===== src/hw/rtl/psv_pkg.sv =====
// Package for the plucked string voice: widths, register indexes, reset values,
// item and control structs, and the rounding helper used by the datapath.
// No dependencies.
package psv_pkg;

	// Storage and sample widths
	localparam int MAX_DELAY_DEF = 4096;
	localparam int SMP_W         = 16;
	localparam int FRAC_W        = 16;
	localparam int COEF_W        = FRAC_W + 1;
	localparam int DINT_W        = 12;
	localparam int BURST_W       = 12;
	localparam int CFG_W         = 17;
	localparam int IDX_W         = 3;

	// Multiplier operand and product widths
	localparam int OPD_W  = SMP_W + 2;
	localparam int PROD_W = 2 * OPD_W;
	localparam int RND_W  = PROD_W - FRAC_W;

	localparam logic [COEF_W-1:0] COEF_ONE = COEF_W'(1 << FRAC_W);

	// Register indexes
	localparam logic [IDX_W-1:0] REG_DELAY_INT     = 3'd0;
	localparam logic [IDX_W-1:0] REG_DELAY_FRAC    = 3'd1;
	localparam logic [IDX_W-1:0] REG_DAMPING       = 3'd2;
	localparam logic [IDX_W-1:0] REG_LOOP_GAIN     = 3'd3;
	localparam logic [IDX_W-1:0] REG_EXCITER_LEVEL = 3'd4;
	localparam logic [IDX_W-1:0] REG_BURST_LENGTH  = 3'd5;
	localparam logic [IDX_W-1:0] REG_LAST          = REG_BURST_LENGTH;

	// Register reset values
	localparam logic [DINT_W-1:0]  RST_DELAY_INT     = 12'd100;
	localparam logic [FRAC_W-1:0]  RST_DELAY_FRAC    = 16'd0;
	localparam logic [COEF_W-1:0]  RST_DAMPING       = 17'd32768;
	localparam logic [FRAC_W-1:0]  RST_LOOP_GAIN     = 16'd64880;
	localparam logic [COEF_W-1:0]  RST_EXCITER_LEVEL = 17'd65536;
	localparam logic [BURST_W-1:0] RST_BURST_LENGTH  = 12'd48;

	typedef struct packed {
		logic                    action;
		logic signed [SMP_W-1:0] noise;
	} in_item_t;

	typedef struct packed {
		logic signed [SMP_W-1:0] sample;
		logic                    exciting;
	} out_item_t;

	typedef struct packed {
		logic [DINT_W-1:0]  delay_int;
		logic [FRAC_W-1:0]  delay_frac;
		logic [COEF_W-1:0]  damping;
		logic [FRAC_W-1:0]  loop_gain;
		logic [COEF_W-1:0]  exciter_level;
		logic [BURST_W-1:0] burst_length;
	} cfg_t;

	// Controller to datapath: one step strobe per cycle of the item schedule; commit waits while the output is not free
	typedef struct packed {
		logic start;
		logic step_x1;
		logic step_dif;
		logic step_tap;
		logic step_lpm;
		logic step_lpu;
		logic step_fbm;
		logic commit;
	} cmd_t;

	// Datapath to controller
	typedef struct packed {
		logic out_free;
	} sts_t;

	// Round a Q.16 product half up to an integer, floor shift
	function automatic logic signed [RND_W-1:0] rnd_q16(input logic signed [PROD_W-1:0] v);
		logic signed [PROD_W-1:0] s;
		s = v + $signed(PROD_W'(1) << (FRAC_W - 1));
		return s[PROD_W-1:FRAC_W];
	endfunction

endpackage


===== src/hw/rtl/psv_ctrl.sv =====
// Sequencer for the plucked string voice: walks each item through the read,
// multiply and write-back steps. Depends on psv_pkg.
module psv_ctrl (
	input  logic          clk,
	input  logic          arst_n,
	input  logic          in_valid,
	output logic          in_ready,
	input  psv_pkg::sts_t sts,
	output psv_pkg::cmd_t cmd
);

	localparam logic [2:0] S_IDLE = 3'd0;
	localparam logic [2:0] S_RD1  = 3'd1;
	localparam logic [2:0] S_RD2  = 3'd2;
	localparam logic [2:0] S_TAP  = 3'd3;
	localparam logic [2:0] S_LPM  = 3'd4;
	localparam logic [2:0] S_LPU  = 3'd5;
	localparam logic [2:0] S_FBM  = 3'd6;
	localparam logic [2:0] S_WR   = 3'd7;

	logic [2:0] state_q;
	logic [2:0] state_d;

	// Take an item only between items
	assign in_ready = (state_q == S_IDLE);

	// Decode step strobes
	always_comb begin
		cmd          = '0;
		cmd.start    = in_ready && in_valid;
		cmd.step_x1  = (state_q == S_RD1);
		cmd.step_dif = (state_q == S_RD2);
		cmd.step_tap = (state_q == S_TAP);
		cmd.step_lpm = (state_q == S_LPM);
		cmd.step_lpu = (state_q == S_LPU);
		cmd.step_fbm = (state_q == S_FBM);
		cmd.commit   = (state_q == S_WR) && sts.out_free;
	end

	// Advance through the schedule; hold in write-back while the result is unread
	always_comb begin
		state_d = state_q;
		case (state_q)
			S_IDLE: begin
				if (in_valid) state_d = S_RD1;
			end
			S_RD1:   state_d = S_RD2;
			S_RD2:   state_d = S_TAP;
			S_TAP:   state_d = S_LPM;
			S_LPM:   state_d = S_LPU;
			S_LPU:   state_d = S_FBM;
			S_FBM:   state_d = S_WR;
			S_WR: begin
				if (sts.out_free) state_d = S_IDLE;
			end
			default: state_d = S_IDLE;
		endcase
	end

	always_ff @(posedge clk or negedge arst_n) begin
		if (!arst_n) begin
			state_q <= S_IDLE;
		end else begin
			state_q <= state_d;
		end
	end

endmodule


===== config.mk =====
export PLATFORM = sky130hd
export DESIGN_NAME = psv_ctrl
export DESIGN_NICKNAME = d
export VERILOG_FILES = /design/src/hw/rtl/psv_pkg.sv /design/src/hw/rtl/psv_ctrl.sv
export SDC_FILE = /design/constraint.sdc
export NUM_CORES = 1
export LEC_CHECK = 0
export BUFFER_PORTS_ARGS = -buffer_cell sky130_fd_sc_hd__clkbuf_2
export CAP_MARGIN = 10
export CORE_AREA = 2 2 39 41
export DETAILED_ROUTE_END_ITERATION = 6
export DIE_AREA = 0 0 41 43
export HOLD_SLACK_MARGIN = 0.06
export SLEW_MARGIN = 20
export SYNTH_ARGS = -nofsm -noshare
export SYNTH_HDL_FRONTEND = slang
export SYNTH_SLANG_ARGS = --single-unit

===== constraint.sdc =====
create_clock -name clk -period 1.72 [get_ports clk]
set_input_delay 0.344 -clock clk [delete_from_list [all_inputs] [get_ports clk]]
set_output_delay 0.344 -clock clk [all_outputs]
set_load 0.01 [all_outputs]

==> flow_metrics.py <==
metrics = {
    "place": {
        "place_ws_ps": 90.41,
        "dpl_cell_area_um2": 342.8,
        "dp_hpwl_um": 460.2,
        "port_buffers": 12,
        "gp_congestion": 0.6058,
    },
    "routing": {
        "totalWireLength_um": 593,
        "avgRoutedWirePerCell_um": 9.565,
        "first_pass_iters": 2,
        "ant_nets": 0,
        "drc_errors": 0,
        "vias": 259,
        "routed_via_density": 4.177,
        "drt_iter0_drc": 3,
    },
    "power": {
        "ir_drop_uv": 459.5,
        "p_per_area_nw_per_um2": 1868,
        "p_leak_nw": 0.2216,
        "p_total_uw": 736.1,
    },
    "setup_path": {
        "rr_worst_depth": 5,
        "crit_type": "register to primary output",
        "start_kind": "register",
        "cp_max_fo": 4,
        "cp.required_ps": 1380,
        "endpoint_kind": "primary output",
        "arrival_ps": 1300,
    },
    "hold_path": {
        "hold_path.class": "input pin to register",
        "min_path_cells": 2,
    },
    "sta": {
        "period_needed_ps": 1647,
        "finalSetupTns_ps": 0,
        "fmax_mhz": 607.3,
        "setup_ws_ps": 73.27,
        "max_slew.worst_pin.slew_ps": 273.9,
        "maxSlewHeadroom_pct": 81.74,
        "final-setup-viol-count": 0,
        "skew_ps": 8.191,
        "hold_viol": 0,
        "post-route-period-util_pct": 95.74,
        "drv_slew": 0,
    },
    "clock_tree": {
        "tritoncts": "done",
        "cts_max_level": 1,
        "cts_buffer_depth": 2,
        "path_clk_slew_ps": 40,
        "clock-sinks": 3,
        "clkLatencyLatePin_ps": 240,
        "numCtsBuffers": 3,
        "root_buffer": "clkbuf_4",
    },
    "outcome": {
        "status": "completed",
    },
    "synth": {
        "yosys.area_share.simple_pct": 31.37,
        "yosys_warnings": 0,
        "ys_ff_latch": 3,
        "synth_top_family_by_area": "simple AND/OR/NAND/NOR gates",
        "synthDistinctLibCells": 15,
        "synth-compound-area-share_pct": 6.863,
        "synth_sequential_area_ratio_pct": 29.41,
        "post_synth.cell_area_avg_um2": 9.454,
        "post_synth_mux_area_share_pct": 8.333,
        "synthXorXnorAreaFrac_pct": 0,
        "syn_inst": 27,
        "netlist_area_um2": 255.2,
        "syn_nets": 35,
        "synth_adder_area_share_pct": 19.61,
    },
    "die": {
        "start_util_pct": 18.44,
        "die-area_um2": 1763,
        "die_h_um": 43,
        "coreArea_um2": 1384,
        "pin_count": 13,
        "die_w_um": 41,
        "rows": 14,
    },
    "global_route": {
        "grt_pass1_wl_um": 807,
        "overflow": 0,
        "grt_pass1_vias": 221,
        "grt_antenna_before_repair": 0,
        "grt_use_total_pct": 7.243,
        "grt_max_degree": 10,
    },
    "final_layout": {
        "n_fill_cell": 165,
        "syn_to_final_growth_pct": 54.41,
        "drive_above_1_share_pct": 47.83,
        "final_area_um2": 394.1,
        "final_nets": 55,
        "diodes": 0,
        "ff_latch_area_um2": 75.07,
        "multi_input_area_um2": 176.4,
        "reg_top3": "state_q x3",
        "utilization_pct": 28.48,
        "largest_reg_flops": 3,
        "top_register": "state_q",
    },
    "job": {
        "max_cap_viol_count": 0,
    },
}
-- metrics by stage --
stage,hold slack (ps),instances
finish,321.5,62
global route,342.3,62
CTS,321.3,61
detailed placement,147.3,56
global placement,145.3,56
floorplan,48.41,27
-- layout by cell type (no fill, tap or decap) --
master	netlist	layout
a2bb2oi_1	1	1
and2_1	4	4
and2b_4	1	1
and3_1	1	1
buf_4	0	2
clkbuf_1	0	1
clkbuf_2	0	12
clkbuf_4	0	3
dfrtp_1	3	3
dlygate4sd3_1	0	1
ha_1	4	4
inv_1	3	1
inv_2	0	2
mux2_2	1	1
mux2i_1	1	1
nand2_1	1	1
nor2_1	1	1
nor2b_1	3	2
nor2b_4	0	1
nor3_1	1	1
o2bb2ai_1	1	1
or4_1	1	1
-- where the power goes --
part / total [mW] / switching [mW] / internal [mW]
combinational: 0.445 / 0.207 / 0.238
clock: 0.127 / 0.0395 / 0.0872
sequential: 0.164 / 0.0534 / 0.111
total: 0.736 / 0.300 / 0.436
-- cells by family (layout without fill, tap and decap cells) --
family	count (synthesis)	count (layout)
AOI/OAI and AO/OA	2	2
adders and majority gates	4	4
buffers and inverters	3	22
DFF	3	3
muxes	2	2
and+or+nand+nor	13	13
-- repair_timing --
action	in CTS	in global routing
endpoints found under the hold margin	3	0
hold buffers	1	0
resized for setup	0	4
setup endpoints to repair	0	2
setup buffers	0	1
-- worst max-delay path: stages (launching register included) --
cell,delay [ps]
dfrtp_1,410
buf_4,150
ha_1,220
and2b_4,180
clkbuf_2,120
-- worst paths after layout --
kind / from / end / slack, ps
min in group asynchronous: arst_n / state_q[2] / 430
max reg2reg: state_q[1] / state_q[2] / 100
min: sts / state_q[2] / 320
max in group asynchronous: arst_n / state_q[1] / 1170
max: state_q[1] / cmd[4] / 70
min reg2reg: state_q[1] / state_q[1] / 590
-- area by class of cell --
| type | instances | share of cell area, % |
|---|---|---|
| Inverter | 3 | 2.857 |
| Sequential cell | 3 | 19.05 |
| Clock buffer | 4 | 6.667 |
| Multi-Input combinational cell | 21 | 44.76 |
| Timing Repair Buffer | 15 | 21.59 |
| Tap cell | 16 | 5.079 |
-- routing by layer --
| metal | global-route usage, % | wire length (um) | up-vias |
|---|---|---|---|
| met5 | 0 | 0 | - |
| met4 | 4.000 | 0 | 0 |
| met3 | 4.712 | 48 | 0 |
| met2 | 11.25 | 304 | 9 |
| met1 | 6.796 | 240 | 121 |
| li1 | - | - | 129 |
-- synthesized netlist by cell type --
master     n  area (um2)
a2bb2oi_1  1       8.760
and2_1     4       25.02
and2b_4    1       10.01
and3_1     1       6.260
dfrtp_1    3       75.07
ha_1       4       50.05
inv_1      3       11.26
mux2_2     1       11.26
mux2i_1    1       10.01
nand2_1    1       3.750
nor2_1     1       3.750
nor2b_1    3       18.77
nor3_1     1       5.000
o2bb2ai_1  1       8.760
or4_1      1       7.510
Note: power is estimated with default switching activity, not from simulation.
